===== config.mk =====
export PLATFORM = sky130hd
export DESIGN_NAME = ccc_div
export DESIGN_NICKNAME = d
export VERILOG_FILES = /design/src/design/ccc_pkg.sv /design/src/design/ccc_div.sv
export SDC_FILE = /design/constraint.sdc
export NUM_CORES = 1
export LEC_CHECK = 0
export ABC_AREA = 1
export BUFFER_PORTS_ARGS = -buffer_cell sky130_fd_sc_hd__buf_2
export CAP_MARGIN = 20
export CORE_ASPECT_RATIO = 0.8
export CORE_MARGIN = 2
export CORE_UTILIZATION = 50
export DETAILED_ROUTE_END_ITERATION = 16
export GPL_TIMING_DRIVEN = 0
export PLACE_DENSITY = 0.67
export RECOVER_POWER = 50
export SYNTH_ARGS = -nofsm -noshare
export SYNTH_HDL_FRONTEND = slang
export SYNTH_SLANG_ARGS = --single-unit

===== constraint.sdc =====
create_clock -name clk -period 2.3 [get_ports clk]
set_input_delay 0.23 -clock clk [delete_from_list [all_inputs] [get_ports clk]]
set_output_delay 0.23 -clock clk [all_outputs]
set_load 0.1 [all_outputs]

===== src/design/ccc_pkg.sv =====
// Shared constants, types and the divider step function of the color classifier.
package ccc_pkg;

	localparam int FREQ_W    = 18;
	localparam int FRAC_W    = 16;
	localparam int LVL_W     = FRAC_W + 1;
	localparam int SUM_W     = LVL_W + 1;
	localparam int HUE_W     = 12;
	localparam int CLASS_W   = 3;
	localparam int NUM_REGS  = 6;
	localparam int ADDR_W    = 5;
	localparam int DATA_W    = 32;

	// Divider: quotient known to fit DIV_Q_W bits, so only DIV_Q_W steps are needed.
	localparam int DIV_N_W   = 34;
	localparam int DIV_D_W   = 18;
	localparam int DIV_Q_W   = 17;
	localparam int DIV_HI_W  = DIV_N_W - DIV_Q_W;

	localparam int NUM_W     = 31;
	localparam int LATENCY   = 2 * DIV_Q_W + 3;

	localparam logic [LVL_W-1:0] ONE_Q     = LVL_W'(1) << FRAC_W;
	localparam logic [HUE_W-1:0] HUE_MAX   = HUE_W'(3599);
	localparam logic [HUE_W-1:0] HUE_RED_HI  = HUE_W'(3300);
	localparam logic [HUE_W-1:0] HUE_RED_LO  = HUE_W'(200);
	localparam logic [HUE_W-1:0] HUE_GRN_LO  = HUE_W'(800);
	localparam logic [HUE_W-1:0] HUE_GRN_HI  = HUE_W'(1600);
	localparam logic [HUE_W-1:0] HUE_BLU_LO  = HUE_W'(1900);
	localparam logic [HUE_W-1:0] HUE_BLU_HI  = HUE_W'(2700);

	typedef enum logic [CLASS_W-1:0] {
		CLS_BLACK   = 3'd0,
		CLS_WHITE   = 3'd1,
		CLS_RED     = 3'd2,
		CLS_GREEN   = 3'd3,
		CLS_BLUE    = 3'd4,
		CLS_UNKNOWN = 3'd5
	} color_class_t;

	typedef enum logic [2:0] {
		REG_RED_BLACK   = 3'd0,
		REG_RED_WHITE   = 3'd1,
		REG_GREEN_BLACK = 3'd2,
		REG_GREEN_WHITE = 3'd3,
		REG_BLUE_BLACK  = 3'd4,
		REG_BLUE_WHITE  = 3'd5
	} reg_index_t;

	// One restoring step: bring in one dividend bit, subtract if it fits.
	typedef struct packed {
		logic [DIV_D_W-1:0] rem;
		logic               qbit;
	} div_step_t;

	function automatic div_step_t div_step(logic [DIV_D_W-1:0] rem,
		logic nbit, logic [DIV_D_W-1:0] dvs);
		logic [DIV_D_W:0] t;
		div_step_t r;
		t = {rem, nbit};
		if (t >= {1'b0, dvs}) begin
			r.rem  = DIV_D_W'(t - {1'b0, dvs});
			r.qbit = 1'b1;
		end else begin
			r.rem  = t[DIV_D_W-1:0];
			r.qbit = 1'b0;
		end
		return r;
	endfunction

endpackage


===== src/design/ccc_div.sv =====
// Pipelined restoring divider, one quotient bit per stage.
module ccc_div (
	input  logic                            clk,
	input  logic                            en,
	input  logic [ccc_pkg::DIV_N_W-1:0]     dividend,
	input  logic [ccc_pkg::DIV_D_W-1:0]     divisor,
	output logic [ccc_pkg::DIV_Q_W-1:0]     quotient
);

	localparam int QW = ccc_pkg::DIV_Q_W;
	localparam int DW = ccc_pkg::DIV_D_W;

	logic [DW-1:0] rem_s [QW];
	logic [DW-1:0] dvs_s [QW];
	logic [QW-1:0] low_s [QW];
	logic [QW-1:0] quo_s [QW];

	ccc_pkg::div_step_t step [QW];

	always_comb begin
		step[0] = ccc_pkg::div_step(DW'(dividend[ccc_pkg::DIV_N_W-1:QW]),
			dividend[QW-1], divisor);
		for (int k = 1; k < QW; k++) begin
			step[k] = ccc_pkg::div_step(rem_s[k-1], low_s[k-1][QW-1], dvs_s[k-1]);
		end
	end

	always_ff @(posedge clk) begin
		if (en) begin
			rem_s[0] <= step[0].rem;
			dvs_s[0] <= divisor;
			low_s[0] <= {dividend[QW-2:0], 1'b0};
			quo_s[0] <= {{(QW-1){1'b0}}, step[0].qbit};
			for (int k = 1; k < QW; k++) begin
				rem_s[k] <= step[k].rem;
				dvs_s[k] <= dvs_s[k-1];
				low_s[k] <= {low_s[k-1][QW-2:0], 1'b0};
				quo_s[k] <= {quo_s[k-1][QW-2:0], step[k].qbit};
			end
		end
	end

	assign quotient = quo_s[QW-1];

endmodule


[After elaboration in Yosys (flattened, before gate mapping)]
Memories as Yosys holds them, arrays and structs flattened.
Cells that the tools add are included.
Storage, ports and cells
  flip-flop bits (word level): 0
  memory bits (writable): 1173
  bits of input ports: 54
  output and inout port bits: 17
  logic and storage cells: 57
  memories kept: 4
Operators by class
  $add $sub $neg: 17
  order comparisons: 17
  mux-type cells: 19
Memory list
  dvs_s: depth 17, width 18, read ports 16, clocked after Yosys merged registers in 0, wr ports 17, RTL line ccc_div.sv:14  | logic [DW-1:0] dvs_s [QW];
  rem_s: depth 17, width 18, read ports 16, clocked after Yosys merged registers in 0, wr ports 17, RTL line ccc_div.sv:13  | logic [DW-1:0] rem_s [QW];
  quo_s: depth 17, width 17, read ports 17, clocked after Yosys merged registers in 0, wr ports 17, RTL line ccc_div.sv:16  | logic [QW-1:0] quo_s [QW];
  low_s: depth 17, width 16, read ports 16, clocked after Yosys merged registers in 0, wr ports 17, RTL line ccc_div.sv:15  | logic [QW-1:0] low_s [QW];
Operators with widths (number)
  $mux 19: 17
  $sub 18x18->18: 17
  $ge 19x18->1: 16
  $ge 18x18->1: 1
  $mux 1: 2

[Longest topological paths before layout]
An unclocked memory read counts as a cell.
  word-level depth: 3
  gate-level depth with buffers: 16
  mapped depth without buffers: 15

[Worst setup path after synthesis]
OpenSTA, ideal clock, no wires.
  path type: flip-flop to flip-flop
  start point: mem low_s[0][31] (netlist bit)
  end point: mem rem_s[0][48] (netlist bit) (data pin)
  library setup time: 0.253 ns
  arrival time: 1.680 ns
  path slack: 0.367 ns
  stages on the path, launching flop included: 14
  path buffers: 0
  period minus slack after synthesis: 1.933 ns
  cells stage by stage: edfxtp_1 inv_1 ha_1 inv_1 fa_1 nand2_1 nand2_1 and2_1 nand2_1 nand2_1 nand2_1 nand3b_1 nand3_2 nand2_1
RTL lines (RTL line)
  from (decl): ccc_div.sv:15
  to (decl): ccc_div.sv:13

==> results.sh <==
export IMPL_yosys_area_top_type_share_pct=52.1
export IMPL_slew_violations=251
export IMPL_yosysWarnings=0
export IMPL_slew_headroom_pct=-19.3
export IMPL_path_max_fanout=10
export IMPL_hold_viol=0
export IMPL_drive_gt1_share_pct=13.6
export IMPL_nets=6240
export IMPL_violations="max-capacitance violations, max-slew violations, negative setup slack"
export IMPL_cts_max_path_buffers=3
export IMPL_gp_congestion=0.911
export IMPL_cap_violations=2
export IMPL_core_area_um2=98700
export IMPL_netlist_area_um2=49800
export IMPL_grt_pass1_vias=34496
export IMPL_syn_inst=5540
export IMPL_worstHoldStart="en"
export IMPL_syn_nets=5916
export IMPL_startpoint="rem_s[0][171]"
export IMPL_clock_skew_ns=0.0254
export IMPL_crit_required_ns=2.72
export IMPL_min_period_ns=2.30
export IMPL_row_count=103
export IMPL_pre_cts_ws_ns=-0.815
export IMPL_min_path_type="in -> reg"
export IMPL_drt_pass1_iterations=5
export IMPL_cts_htree_levels=3
export IMPL_cellPowerDensity_nw_per_um2=1290
export IMPL_ys_types=39
export IMPL_synth_edf_count=865
export IMPL_synth_async_sr_flop_share_pct=0
export IMPL_cts_sink_count=865
export IMPL_status="finished, violations left"
export IMPL_fin_crit_sh_pct=100
export IMPL_synth_ff_type="edfxtp_1"
export IMPL_crit_arrival_ns=2.73
export IMPL_initial_core_util_pct=50.5
export IMPL_fin_util_pct=58.8
export IMPL_synth_seq_cells=865
export IMPL_grt_setup_unrepaired="yes"
export IMPL_setup_viol=1
export IMPL_ir_worst_vdd_uv=805
export IMPL_via_count=37642
export IMPL_wl_mm=124
export IMPL_synth_most_common_cell="nand2_1"
export IMPL_cts_tree="yes"
export IMPL_cp_start_kind="flip-flop"
export IMPL_numCtsBuffers=88
export IMPL_io_buffer_count=70
export IMPL_setup_ws_ns=-0.00309
export IMPL_dieArea_um2=102000
export IMPL_ant_nets=0
export IMPL_clk_pin_slew_worst_paths_ns=0.07
export IMPL_drc=0
export IMPL_synth_common_cells="1816 x nand2_1, 866 x inv_1, 865 x edfxtp_1"
export IMPL_diodes=0
export IMPL_ys_seq_area_share_pct=52.1
export IMPL_p_leak_nw=26.5
export IMPL_grt_overflow_total=0
export IMPL_fmax_mhz=434
export IMPL_wire_per_inst_um=17.0
export IMPL_hpwl_mm=92.0
export IMPL_grt_pass1_wl_mm=189
export IMPL_worstSetupPathType="reg -> reg"
export IMPL_tightestPinTransition_ns=1.79
export IMPL_worstSkewPairLatency_ns=0.70
export IMPL_yosysTopAreaCell="edfxtp_1"
export IMPL_io_pins=71
export IMPL_yosys_top_cells_area="edfxtp_1 52%, nand2_1 14%, ha_1 7.7%"
export IMPL_worstSetupEndpointType="flip-flop"
export IMPL_holdWs_ns=0.124
export IMPL_drtIter0Drc=3672
export IMPL_fp_dieH_um=286
export IMPL_r2r_start="rem_s[0][171]"
export IMPL_area_growth_pct=16.5
export IMPL_avgSynthCellArea_um2=8.99
export IMPL_grt_max_degree=131
export IMPL_grt_use_total_pct=23.7
export IMPL_antenna_found_initial=1
export IMPL_dieWidth_um=357
export IMPL_cts_root_buf="clkbuf_16"
export IMPL_viasPerCell=5.19
worst paths after layout:
path	cells after the start	slack [ns]	to
worst min-delay path	2	0.12	low_s[0][63]
worst min register to register	0	0.40	quo_s[1][61]
worst max register to register	9	-0.003	rem_s[0][196]
worst max-delay path	9	-0.003	rem_s[0][196]
per-stage QoR:
step	power, mW	instances	area, um2	TNS, ns
3_3_place_gp	55.9	6922	51800	-
5_1_grt	79.8	7249	58000	-1.29
6_report	74.6	7249	58000	-0.00309
3_5_place_dp	55.8	6929	52000	-235.05
2_1_floorplan	47.0	5540	49800	0
4_1_cts	71.8	7164	56100	-0.0207
power by group:
| part | total (mW) | internal [mW] | switching, mW |
|---|---|---|---|
| clock network | 15.2 | 8.83 | 6.39 |
| registers | 24.9 | 22.3 | 2.53 |
| logic | 34.5 | 12.8 | 21.7 |
what timing repair did:
action	CTS	global route
gates cloned	2	3
gates resized for setup	64	275
hold buffers	53	0
buffers inserted	17	83
endpoints found under the setup margin	348	260
endpoints found under the hold margin	105	0
pin swaps	12	46
cells by family (layout without fill, tap and decap cells):
family | after synthesis | count (layout) | synth area share [%]
flip-flops | 865 | 865 | 52.1
XOR/XNOR | 127 | 127 | 2.23
AND/OR/NAND/NOR | 3019 | 3021 | 26.3
buffers and inverters | 925 | 1320 | 7.50
adder cells (fa/ha/maj) | 322 | 322 | 8.33
AO/OA/AOI/OAI | 282 | 282 | 3.54
per-layer routing:
metal / global-route usage, % / wire, um
met4: 6.08 / 2970
met5: 0 / 0
met1: 35.0 / 57600
met2: 36.2 / 54600
met3: 3.83 / 8300
area by class of cell:
type | instances | area (um2)
plain buffers | 48 | 494
clock buffers | 97 | 2240
clock inverters | 66 | 870
fillers | 8640 | 40700
inverters | 876 | 3300
multi-input cells | 3752 | 21600
flip-flops and latches | 865 | 26000
well taps | 1312 | 1640
repair buffers | 233 | 1890
critical path: stages (launching register included):
cell and delay [ns]:
edfxtp_1 0.49, ha_1 0.42, nand2_1 0.09, nor2_1 0.17, nand2_1 0.13, inv_1 0.14, a41oi_4 0.20, buf_6 0.21
nand3_1 0.07, nand2_1 0.11
sequential cells by signal, indices dropped and copies added (netlist names):
name and flops:
dvs_s 288, quo_s 153, rem_s 288, low_s 136
layout by cell type (no fill, tap or decap), types with 26 or more instances in the layout:
cell type and instances:
nand2_1 1745, edfxtp_1 865, inv_1 854, nand3_1 432
nor2_1 364, ha_1 218, a21oi_1 132, nand3b_1 126
xor2_1 123, buf_4 105, nand2_2 102, clkbuf_16 89
ha_4 60, nor3_1 56, buf_2 55, dlygate4sd3_1 52
o21ai_2 51, nand4_1 38, nor2_2 37, o21ai_0 32
or2_2 29, ha_2 28, nand3_2 27, clkbuf_1 27
a21oi_2 26
Note: power is estimated with default switching activity, not from simulation.
