==> config.mk <==
export PLATFORM = sky130hd
export DESIGN_NAME = ccc_lane
export DESIGN_NICKNAME = d
export VERILOG_FILES = /design/src/design/ccc_pkg.sv /design/src/design/ccc_div.sv /design/src/design/ccc_lane.sv
export SDC_FILE = /design/constraint.sdc
export NUM_CORES = 1
export LEC_CHECK = 0
export ABC_AREA = 1
export BUFFER_PORTS_ARGS = -buffer_cell sky130_fd_sc_hd__buf_2
export CAP_MARGIN = 20
export CORE_ASPECT_RATIO = 1.5
export CORE_MARGIN = 10
export CORE_UTILIZATION = 40
export DETAILED_ROUTE_END_ITERATION = 16
export MAX_ROUTING_LAYER = met4
export PLACE_DENSITY = 0.55
export SYNTH_ARGS = -nofsm -noshare
export SYNTH_HDL_FRONTEND = slang
export SYNTH_SLANG_ARGS = --single-unit
==> constraint.sdc <==
create_clock -name clk -period 12 [get_ports clk]
set_input_delay 2.4 -clock clk [delete_from_list [all_inputs] [get_ports clk]]
set_output_delay 2.4 -clock clk [all_outputs]
set_load 0.01 [all_outputs]
==> src/design/ccc_pkg.sv <==
// Shared constants, types and the divider step function of the color classifier.
package ccc_pkg;

	localparam int FREQ_W    = 18;
	localparam int FRAC_W    = 16;
	localparam int LVL_W     = FRAC_W + 1;
	localparam int SUM_W     = LVL_W + 1;
	localparam int HUE_W     = 12;
	localparam int CLASS_W   = 3;
	localparam int NUM_REGS  = 6;
	localparam int ADDR_W    = 5;
	localparam int DATA_W    = 32;

	// Divider: quotient known to fit DIV_Q_W bits, so only DIV_Q_W steps are needed.
	localparam int DIV_N_W   = 34;
	localparam int DIV_D_W   = 18;
	localparam int DIV_Q_W   = 17;
	localparam int DIV_HI_W  = DIV_N_W - DIV_Q_W;

	localparam int NUM_W     = 31;
	localparam int LATENCY   = 2 * DIV_Q_W + 3;

	localparam logic [LVL_W-1:0] ONE_Q     = LVL_W'(1) << FRAC_W;
	localparam logic [HUE_W-1:0] HUE_MAX   = HUE_W'(3599);
	localparam logic [HUE_W-1:0] HUE_RED_HI  = HUE_W'(3300);
	localparam logic [HUE_W-1:0] HUE_RED_LO  = HUE_W'(200);
	localparam logic [HUE_W-1:0] HUE_GRN_LO  = HUE_W'(800);
	localparam logic [HUE_W-1:0] HUE_GRN_HI  = HUE_W'(1600);
	localparam logic [HUE_W-1:0] HUE_BLU_LO  = HUE_W'(1900);
	localparam logic [HUE_W-1:0] HUE_BLU_HI  = HUE_W'(2700);

	typedef enum logic [CLASS_W-1:0] {
		CLS_BLACK   = 3'd0,
		CLS_WHITE   = 3'd1,
		CLS_RED     = 3'd2,
		CLS_GREEN   = 3'd3,
		CLS_BLUE    = 3'd4,
		CLS_UNKNOWN = 3'd5
	} color_class_t;

	typedef enum logic [2:0] {
		REG_RED_BLACK   = 3'd0,
		REG_RED_WHITE   = 3'd1,
		REG_GREEN_BLACK = 3'd2,
		REG_GREEN_WHITE = 3'd3,
		REG_BLUE_BLACK  = 3'd4,
		REG_BLUE_WHITE  = 3'd5
	} reg_index_t;

	// One restoring step: bring in one dividend bit, subtract if it fits.
	typedef struct packed {
		logic [DIV_D_W-1:0] rem;
		logic               qbit;
	} div_step_t;

	function automatic div_step_t div_step(logic [DIV_D_W-1:0] rem,
		logic nbit, logic [DIV_D_W-1:0] dvs);
		logic [DIV_D_W:0] t;
		div_step_t r;
		t = {rem, nbit};
		if (t >= {1'b0, dvs}) begin
			r.rem  = DIV_D_W'(t - {1'b0, dvs});
			r.qbit = 1'b1;
		end else begin
			r.rem  = t[DIV_D_W-1:0];
			r.qbit = 1'b0;
		end
		return r;
	endfunction

endpackage

==> src/design/ccc_div.sv <==
// Pipelined restoring divider, one quotient bit per stage.
module ccc_div (
	input  logic                            clk,
	input  logic                            en,
	input  logic [ccc_pkg::DIV_N_W-1:0]     dividend,
	input  logic [ccc_pkg::DIV_D_W-1:0]     divisor,
	output logic [ccc_pkg::DIV_Q_W-1:0]     quotient
);

	localparam int QW = ccc_pkg::DIV_Q_W;
	localparam int DW = ccc_pkg::DIV_D_W;

	logic [DW-1:0] rem_s [QW];
	logic [DW-1:0] dvs_s [QW];
	logic [QW-1:0] low_s [QW];
	logic [QW-1:0] quo_s [QW];

	ccc_pkg::div_step_t step [QW];

	always_comb begin
		step[0] = ccc_pkg::div_step(DW'(dividend[ccc_pkg::DIV_N_W-1:QW]),
			dividend[QW-1], divisor);
		for (int k = 1; k < QW; k++) begin
			step[k] = ccc_pkg::div_step(rem_s[k-1], low_s[k-1][QW-1], dvs_s[k-1]);
		end
	end

	always_ff @(posedge clk) begin
		if (en) begin
			rem_s[0] <= step[0].rem;
			dvs_s[0] <= divisor;
			low_s[0] <= {dividend[QW-2:0], 1'b0};
			quo_s[0] <= {{(QW-1){1'b0}}, step[0].qbit};
			for (int k = 1; k < QW; k++) begin
				rem_s[k] <= step[k].rem;
				dvs_s[k] <= dvs_s[k-1];
				low_s[k] <= {low_s[k-1][QW-2:0], 1'b0};
				quo_s[k] <= {quo_s[k-1][QW-2:0], step[k].qbit};
			end
		end
	end

	assign quotient = quo_s[QW-1];

endmodule

==> src/design/ccc_lane.sv <==
// One color lane: calibrate a frequency against black and white and divide to a level.
module ccc_lane (
	input  logic                          clk,
	input  logic                          en,
	input  logic [ccc_pkg::FREQ_W-1:0]    freq,
	input  logic [ccc_pkg::FREQ_W-1:0]    black,
	input  logic [ccc_pkg::FREQ_W-1:0]    white,
	output logic [ccc_pkg::LVL_W-1:0]     level
);

	localparam int SW = ccc_pkg::FREQ_W + 2;

	logic signed [SW-1:0] n_raw, d_raw, n_abs, d_abs;
	logic                 is_zero, is_one;
	logic [ccc_pkg::DIV_N_W-1:0] dvd;
	logic [ccc_pkg::DIV_D_W-1:0] dvs;
	logic [ccc_pkg::DIV_Q_W-1:0] quo;
	logic [1:0] flag_s [ccc_pkg::DIV_Q_W];

	always_comb begin
		n_raw = SW'($signed({2'b00, freq})) - SW'($signed({2'b00, black}));
		d_raw = SW'($signed({2'b00, white})) - SW'($signed({2'b00, black}));
		// inverted calibration: flip both signs
		n_abs = (d_raw < 0) ? -n_raw : n_raw;
		d_abs = (d_raw < 0) ? -d_raw : d_raw;
		is_zero = (d_abs == 0) || (n_abs <= 0);
		is_one  = !is_zero && (n_abs >= d_abs);
		if (is_zero || is_one) begin
			dvd = '0;
			dvs = ccc_pkg::DIV_D_W'(1);
		end else begin
			dvd = {n_abs[ccc_pkg::DIV_D_W-1:0], {ccc_pkg::FRAC_W{1'b0}}};
			dvs = d_abs[ccc_pkg::DIV_D_W-1:0];
		end
	end

	ccc_div u_div (
		.clk      (clk),
		.en       (en),
		.dividend (dvd),
		.divisor  (dvs),
		.quotient (quo)
	);

	always_ff @(posedge clk) begin
		if (en) begin
			flag_s[0] <= {is_zero, is_one};
			for (int k = 1; k < ccc_pkg::DIV_Q_W; k++) begin
				flag_s[k] <= flag_s[k-1];
			end
		end
	end

	always_comb begin
		if (flag_s[ccc_pkg::DIV_Q_W-1][1]) level = '0;
		else if (flag_s[ccc_pkg::DIV_Q_W-1][0]) level = ccc_pkg::ONE_Q;
		else level = ccc_pkg::LVL_W'(quo);
	end

endmodule
Word level (Yosys, flattened, before mapping)

Memories as Yosys holds them, arrays and structs flattened.
Index checks and enable logic that the tools add are counted.

Register bits after elaboration: 0
Output and inout port bits: 17
Input port bits: 56
Memories kept: 5
Word-level logic and storage cells: 76
Bits in writable memories: 1207

Muxes and demuxes: 25
Order comparisons: 20
Reduce and logical (&&, ||, !) cells: 5
$add $sub $neg: 21

Memory list:

| memory      | words | width | rd ports | clocked after memory_dff | wr ports | RTL line       | RTL |
|---|---|---|---|---|---|---|---|
| u_div.dvs_s | 17    | 18    | 16       | 0                        | 17       | ccc_div.sv:14  | `logic [DW-1:0] dvs_s [QW];` |
| u_div.rem_s | 17    | 18    | 16       | 0                        | 17       | ccc_div.sv:13  | `logic [DW-1:0] rem_s [QW];` |
| u_div.quo_s | 17    | 17    | 17       | 0                        | 17       | ccc_div.sv:16  | `logic [QW-1:0] quo_s [QW];` |
| u_div.low_s | 17    | 16    | 16       | 0                        | 17       | ccc_div.sv:15  | `logic [QW-1:0] low_s [QW];` |
| flag_s      | 17    | 2     | 17       | 0                        | 17       | ccc_lane.sv:18 | `logic [1:0] flag_s [ccc_pkg::DIV_Q_W];` |

Operators by type and width:

| kind                  | count |
|---|---|
| $mux W19              | 17 |
| $sub A18 B18 Y18      | 17 |
| $ge A19 B18 Y1        | 16 |
| $mux W20              | 2 |
| $neg A19 Y20          | 2 |
| $sub A18 B18 Y19      | 2 |
| $mux W17              | 2 |
| $mux W34              | 1 |
| $logic_not A32 Y1     | 1 |
| $ge A20 B20 Y1        | 1 |
| $le A20 B1 Y1 const B | 1 |
| $lt A19 B1 Y1 const B | 1 |
| $ge A18 B18 Y1        | 1 |
| $mux W18              | 1 |
| $logic_or A1 B1 Y1    | 2 |
| $mux W1               | 2 |
| $logic_and A1 B1 Y1   | 1 |
| $logic_not A1 Y1      | 1 |

Depth between registers and ports, before layout

Gate-level depths: netlist of the first run.

Depth in word-level cells: 11
Depth in mapped cells: 51
Mapped depth without buffers: 49

Hierarchy

A second synthesis of the first run with hierarchy kept.

Cell total of the unflattened synthesis: 6580
Area total of the unflattened synthesis: 55877.3 sq um

Modules (own cells, without submodules):

| module   | area each (sq um) | sequential area each (sq um) | instances | cells an instance |
|---|---|---|---|---|
| ccc_div  | 49916.6           | 25974.9                      | 1         | 5529 |
| ccc_lane | 5960.7            | 1021.0                       | 1         | 1051 |

Least setup slack after synthesis of the first run

OpenSTA, ideal clock, no wires.

Path type: input-to-reg
Start point: input port freq[0] in the netlist's numbering
End point: memory u_div.rem_s[0][10] in the netlist's numbering, data pin
Data required time: 11.746 ns
Stages on the path: 51
Data arrival time: 8.215 ns
Path slack: 3.531 ns
Path through: inv_1 -> ha_1 -> fa_1 -> inv_1 -> nand3_1 -> nand2_1 -> nand2_1 -> nand2_2 -> inv_2 -> nor2_1 -> nand3_1 -> nor2_2 -> nand2_1 -> nor2_1 -> nand3_1 -> nand2_1 -> nand2_1 -> nand2_1 -> [... 15 more ...] -> fa_1 -> nand3_1 -> nand2_1 -> nand3_1 -> nand3b_1 -> nand2_1 -> nand2_1 -> inv_1 -> o21ai_0 -> nand2_1 -> o211ai_1 -> a21boi_0 -> nor2_1 -> nor3b_1 -> clkinv_1 -> clkbuf_1 -> nand2_1 -> nand2_1

RTL lines:

| element            | RTL line      | RTL |
|---|---|---|
| start: declaration | ccc_lane.sv:5 | `input logic [ccc_pkg::FREQ_W-1:0] freq,` |
| end: declaration   | ccc_div.sv:13 |  |

==> summary.txt, run 1 <==
Status
  – Status: complete, no violations

Worst setup path
  – CP required: roughly 12 ns
  – Crit-path slowest cell: clkinv_1
  – WS Path Type: primary input to register
  – RR Endpoint: u_div.rem_s[0][89]$_DFFE_PP_
  – Setup slack on the worst flop-to-flop path: 7.93 ns
  – Critical path startpoint category: primary input
  – Delay-heaviest family, CP: simple AND/OR/NAND/NOR gates
  – Top cell by count, worst path: nand2_1
  – Buf/Inv on CP: 10
  – Reg2Reg Launch Point: u_div.dvs_s[0][58]$_DFFE_PP_
  – Crit path max fanout: 34
  – Cells on worst reg2reg path: 10
  – Crit path capture type: register
  – Slowest cell delay on critical path: around 0.48 ns
  – Worst path arrival time: between 10 and 15 ns

Logic synthesis
  – Count leader, synth: nand2_1
  – Avg Inst Size Synth: a little under 10 um^2
  – Syn nets: around 5,000
  – Post-Syn Area: approximately 44,000 um^2
  – Post-synth top flop: edfxtp_1
  – Asr flop ratio synth: 0
  – Sequential element share of the synthesized area: 0.515
  – Post-synth EDFFs: ~760
  – Gate Count Post-Synth: 4,617
  – Post-synth top cells: nand2_1, edfxtp_1, inv_1
  – Distinct cell type count after synthesis: 53
  – Area leader, netlist: edfxtp_1
  – Yosys warns: 0
  – Top-area cell type share of the netlist area: 0.515
  – Synth area leaders: edfxtp_1, ha_1, nand2_1
  – Yosys reg bits: 763

Routing
  – DR DRC count: 0
  – DRT antenna net count: 0
  – First-pass detailed-route iteration total: 7
  – Routed WL per cell: 18.4 um
  – Avg Vias per Cell: roughly 5.1
  – 1st-iter DRT viols: approximately 1,300
  – DRT Wirelength: around 110 mm
  – Routed vias: roughly 32,000

CTS
  – CTS tree: done
  – Clock transition at path regs: ~0.060 ns
  – Skew-Pair Late Insertion Delay: roughly 0.67 ns
  – Hold Buf Count CTS: 0
  – Clk buf depth: 3
  – Clk sinks: roughly 760
  – CTS HTree Levels: 3
  – Post-CTS setup buffers: 0
  – # resized after CTS: 0
  – TritonCTS buffer count: 77
  – Root buffer cell: clkbuf_16

STA
  – Final Max Slew Viols: 0
  – Hold violation total from the final report: 0
  – Final period util: 0.812
  – Unrepaired setup endpoints after global routing: no
  – Worst-Margin Slew: 1.13 ns
  – Finish-stage setup viols: 0
  – Max frequency: between 0.1 and 0.15 GHz
  – Rel. slew slack: 0.233
  – Tmin final: slightly below 10 ns
  – PnR worst setup slack: approximately 2.3 ns
  – Setup_tns: 0 ns
  – Worst Clk Skew: ~0.044 ns

Pwr
  – Int Power: 7410 uW
  – Gate power share: 0.462
  – Leakage power: 0.0211 uW
  – Sw Share: 0.408
  – Sequential share of power: 0.350
  – Net switching power figure: a little over 5000 uW
  – Worst vdd ir: between 0.0001 and 0.00015 V
  – Power share of the clock group: 0.188
  – Power Dens Cells: approximately 260 nW/um^2

Global route
  – First-pass GRT wire length: about 170 mm
  – Initial antenna violation count: 0
  – Largest net degree at the start of global routing: 176
  – Vias in the first global route: 33,300
  – Grt ovf: 0
  – All-Layer GR Usage: 0.184

Run
  – Max-cap violations: 0

Floorplan
  – Die X: 292 um
  – Die ar.: between 100,000 and 150,000 um^2
  – Die Ht: ~430 um
  – Initial cell density of the core: 0.404
  – # IOs: between 70 and 80
  – # rows: about 150
  – Core region area: between 100,000 and 150,000 um^2

Place
  – Gpl congestion: between 0.9 and 1
  – Port Buf Inserts: 72
  – Pre-CTS WS: 1.65 ns
  – Placed wire-length estimate: between 90 and 100 mm

Worst hold path
  – Worst hold path depth: 0
  – Hold WC Path Type: register to register
  – Hold path startpoint: u_div.quo_s[2][20]$_DFFE_PP_
  – Worst hold endpoint: u_div.quo_s[3][4]$_DFFE_PP_

Final layout
  – Final nets: around 5,200
  – Layout cells sized above 1: 0.0607
  – Area grow syn2layout: 10.0%
  – Ant diodes: 0
  – Fillers: between 10,000 and 15,000
layout by cell type, fill, tap and decap left out, types with 7 or more instances in the layout:
cell and count:
a21boi_0 14, a21o_1 14, a21oi_1 334, a221oi_1 22, a31oi_1 28, buf_2 71
buf_4 10, clkbuf_1 17, clkbuf_16 78, clkinv_1 21, edfxtp_1 763, fa_1 18
ha_1 363, inv_1 627, inv_2 34, nand2_1 997, nand2_2 13, nand3_1 232
nand3b_1 13, nand4_1 55, nor2_1 266, nor2_2 8, nor2_4 16, nor3_1 42
nor4_1 25, nor4b_1 9, o211ai_1 19, o21ai_0 309, o21bai_1 16, o31ai_1 7
or2_2 15, xnor2_1 129, xor2_1 113
worst max path at each step:
stage / from / end / slack (ns) / cells after the start
6_report: black[5] / u_div.rem_s[0][17]$_DFFE_PP_ / 2.26 / 47
5_1_grt: black[5] / u_div.rem_s[0][17]$_DFFE_PP_ / 1.33 / 46
4_1_cts: black[13] / u_div.rem_s[0][17]$_DFFE_PP_ / 2.34 / 43
3_5_place_dp: black[5] / u_div.rem_s[0][15]$_DFFE_PP_ / 1.65 / 47
3_3_place_gp: black[13] / u_div.rem_s[0][15]$_DFFE_PP_ / 1.75 / 45
2_1_floorplan: freq[0] / u_div.rem_s[0][10]$_DFFE_PP_ / 3.53 / 51
power groups by stage:
stage | clock network (uW) | logic, uW | registers, uW
6_report | 2350 | 5780 | 4380
4_1_cts | 2430 | 5810 | 4380
5_1_grt | 2520 | 6490 | 4450
3_3_place_gp | 0 | 5730 | 4420
3_5_place_dp | 0 | 5790 | 4440
2_1_floorplan | 0 | 4270 | 4290
cell families after synthesis:
group / after synthesis / synth area share
simple gates: 1707 / 0.165
other cells: 1 / 0.0000843
xor+xnor: 245 / 0.0488
compound gates: 793 / 0.0982
flops: 763 / 0.515
buf+inv: 727 / 0.0629
fa+ha+maj: 381 / 0.110
stage by stage:
step	instances	area (um^2)	utilization	power, uW	hold slack [ns]
after floorplan	4617	44500	-	8560	0.400
after detailed placement	6073	46500	0.422	10200	0.405
after CTS	6209	48900	0.444	12600	0.407
after global placement	6073	46500	0.422	10200	0.400
after global routing	6210	48900	0.444	13500	0.420
final	6210	48900	0.444	12500	0.414
per-layer routing:
| layer | track usage | vias up | part of all wire |
|---|---|---|---|
| met5 | - | - | 0 |
| met4 | 0.142 | 0 | 0.085 |
| met3 | 0.0197 | 356 | 0.020 |
| met2 | 0.389 | 493 | 0.61 |
| met1 | 0.130 | 15100 | 0.29 |
| li1 | - | 16000 | - |
flip-flops by register name (all words and copies together) (netlist names):
signal       cells
u_div.dvs_s    288
u_div.quo_s    153
flag_s          34
u_div.rem_s    288
final cells by class:
| type | instances | area, um^2 | area share |
|---|---|---|---|
| Tap cell | 1434 | 1790 | 0.0367 |
| Multi-Input combinational cell | 3127 | 18800 | 0.384 |
| Clock buffer | 95 | 2020 | 0.0412 |
| Timing Repair Buffer | 86 | 533 | 0.0109 |
| Clock inverter | 41 | 387 | 0.00790 |
| Inverter | 664 | 2500 | 0.0510 |
| Sequential cell | 763 | 22900 | 0.468 |
(Power assumes the default switching activity.)
==> run 2, diff against run 1 <==
--- a/config.mk
+++ b/config.mk
@@ -5,7 +5,7 @@
 export SDC_FILE = /design/constraint.sdc
 export NUM_CORES = 1
 export LEC_CHECK = 0
-export ABC_AREA = 1
+export ABC_AREA = 0
 export BUFFER_PORTS_ARGS = -buffer_cell sky130_fd_sc_hd__buf_2
 export CAP_MARGIN = 20
 export CORE_ASPECT_RATIO = 1.5
==> constraint.sdc (replaced) <==
create_clock -name clk -period 10.2 [get_ports clk]
set_input_delay 2.04 -clock clk [delete_from_list [all_inputs] [get_ports clk]]
set_output_delay 2.04 -clock clk [all_outputs]
set_load 0.01 [all_outputs]
==> run 2 against run 1 <==
  * Design area increased by 1.5%
  * Sequential power increased by 20%
  * Sequential share of layout area decreased by 0.71 points
  * Critical path type unchanged
==> summary.txt, run 2 <==
Status
  – Status: complete, no violations

Place
  – Port Buf Inserts: roughly 70
  – Placed wire-length estimate: 84.4 mm
  – Gpl congestion: just over 0.9
  – Pre-CTS WS: -0.145 ns

Worst hold path
  – Hold WC Path Type: register to register
  – Hold path startpoint: flag_s[0][5]$_DFFE_PP_

CTS
  – Clk sinks: approximately 760
  – Skew-Pair Late Insertion Delay: just under 0.7 ns
  – Clock transition at path regs: 0.06 ns
  – Hold Buf Count CTS: 0
  – # resized after CTS: 0
  – Root buffer cell: clkbuf_16
  – Post-CTS setup buffers: 0
  – Clk buf depth: 3
  – TritonCTS buffer count: 76
  – CTS tree: done
  – CTS HTree Levels: 3

STA
  – Max frequency: roughly 0.11 GHz
  – Final Max Slew Viols: 0
  – Rel. slew slack: 0.276
  – Worst-Margin Slew: approximately 1.1 ns
  – Final period util: 0.932
  – Tmin final: about 9.5 ns
  – Unrepaired setup endpoints after global routing: no
  – Hold violation total from the final report: 0
  – Finish-stage setup viols: 0
  – Worst Clk Skew: just over 0.04 ns
  – PnR worst setup slack: between 0.6 and 0.7 ns

Worst setup path
  – Crit path max fanout: 11
  – WS Path Type: primary input to register
  – Worst path arrival time: around 10 ns
  – Crit-path slowest cell: or4b_1
  – Top cell by count, worst path: a21oi_1
  – Worst setup path startpoint: freq[0]
  – CP required: ~11 ns
  – Reg2Reg Launch Point: u_div.dvs_s[0][109]$_DFFE_PP_
  – Critical path startpoint category: primary input
  – Crit path capture type: register
  – Slowest cell delay on critical path: approximately 0.48 ns

Logic synthesis
  – Post-synth EDFFs: roughly 760
  – Asr flop ratio synth: 0
  – Area leader, netlist: edfxtp_1
  – Yosys warns: 0
  – Sequential element share of the synthesized area: 0.521
  – Avg Inst Size Synth: 11.3 um^2
  – Yosys reg bits: 763
  – Syn nets: roughly 4,300
  – Count leader, synth: edfxtp_1
  – Gate Count Post-Synth: ~3,900
  – Post-synth top cells: edfxtp_1, inv_1, ha_1
  – Top-area cell type share of the netlist area: 0.521
  – Distinct cell type count after synthesis: 88
  – Synth area leaders: edfxtp_1, ha_1, inv_1
  – Post-Syn Area: 44,000 um^2
  – Post-synth top flop: edfxtp_1

Floorplan
  – # rows: around 150
  – Die X: 291 um
  – Die Ht: ~430 um
  – Core region area: between 100,000 and 150,000 um^2
  – # IOs: 73
  – Initial cell density of the core: 0.404
  – Die ar.: ~120,000 um^2

Routing
  – Routed WL per cell: 18.9 um
  – DR DRC count: 0
  – First-pass detailed-route iteration total: 5
  – Routed vias: 29,400
  – DRT Wirelength: approximately 110 mm
  – DRT antenna net count: 0
  – 1st-iter DRT viols: 1,249
  – Avg Vias per Cell: 5.22

Pwr
  – Leakage power: approximately 0.02 uW
  – Power Dens Cells: between 300 and 400 nW/um^2
  – Worst vdd ir: 0.000172 V

Global route
  – First-pass GRT wire length: ~170 mm
  – Initial antenna violation count: 3
  – Largest net degree at the start of global routing: between 150 and 200
  – All-Layer GR Usage: 0.177
  – Vias in the first global route: ~31,000
  – Grt ovf: 0

Final layout
  – Core Util, Final: 0.456
  – Commonest non-fill, non-tap cell in the layout: edfxtp_1
  – Commonest non-fill, non-tap cells in the layout: edfxtp_1, inv_1, ha_1
  – Final nets: roughly 4,600
  – Layout cells sized above 1: 0.121
  – Largest registers: u_div.dvs_s (288), u_div.rem_s (288), u_div.quo_s (153)
  – Area grow syn2layout: 13.0%

Run
  – Max-cap violations: 0
[run 2: cell families after synthesis]
family                     count (synthesis)  synth area share
AOI/OAI and AO/OA                        870             0.125
xor gates and xnor gates                 243            0.0484
adders and majority gates                381             0.112
buffers and inverters                    512            0.0444
DFF                                      763             0.521
muxes                                    135            0.0345
other                                      1         0.0000853
and+or+nand+nor                          995             0.115
[run 2: cell type report]
class                   instances  area, um^2
clock buffers                  93        1970
repair buffers                240        1710
diodes                          1        2.50
fillers                     10200       59200
flip-flops and latches        763       22900
inverters                     453        1700
multi-input cells            2625       19100
well taps                    1425        1780
clock inverters                42         467
[run 2: stage by stage]
step | std cells | hold WS, ns | instance area (um^2) | power (uW) | setup TNS (ns)
5_1_grt | 5642 | 0.392 | 49700 | 16700 | 0
3_5_place_dp | 5504 | 0.405 | 47200 | 12900 | -1.28
6_report | 5642 | 0.391 | 49700 | 15600 | 0
3_3_place_gp | 5504 | 0.401 | 47200 | 12800 | -1.08
4_1_cts | 5639 | 0.383 | 49600 | 15700 | 0
2_1_floorplan | 3900 | 0.400 | 44000 | 10500 | 0
[run 2: layer usage]
layer,global-route usage,routed length [um],vias up,share of wire
met3,0.0157,2120,229,0.020
met2,0.366,63900,436,0.60
met4,0.0966,5780,0,0.054
li1,-,-,14700,-
met5,-,0,-,0
met1,0.150,35100,14100,0.33
[run 2: path summary, 6_finish.rpt]
kind / to / slack, ns / depth (start not counted)
max: u_div.rem_s[0][0]$_DFFE_PP_ / 0.70 / 42
max reg2reg: u_div.rem_s[0][142]$_DFFE_PP_ / 5.52 / 14
min: flag_s[0][7]$_DFFE_PP_ / 0.39 / 0
min reg2reg: flag_s[0][7]$_DFFE_PP_ / 0.39 / 0
[run 2: power by group]
part / leakage, uW / switching (uW) / internal (uW)
sequential: 0.00743 / 516 / 4750
clock: 0.00117 / 1260 / 1480
combinational: 0.0119 / 4140 / 3420
total: 0.0205 / 5910 / 9660
[run 2: critical path: cells and delay by family]
kind	cells	cell delay, ns
AOI/OAI and AO/OA	17	3.22
adders and majority gates	4	1.36
buffers and inverters	7	0.79
xor gates and xnor gates	3	0.52
and+or+nand+nor	11	2.04
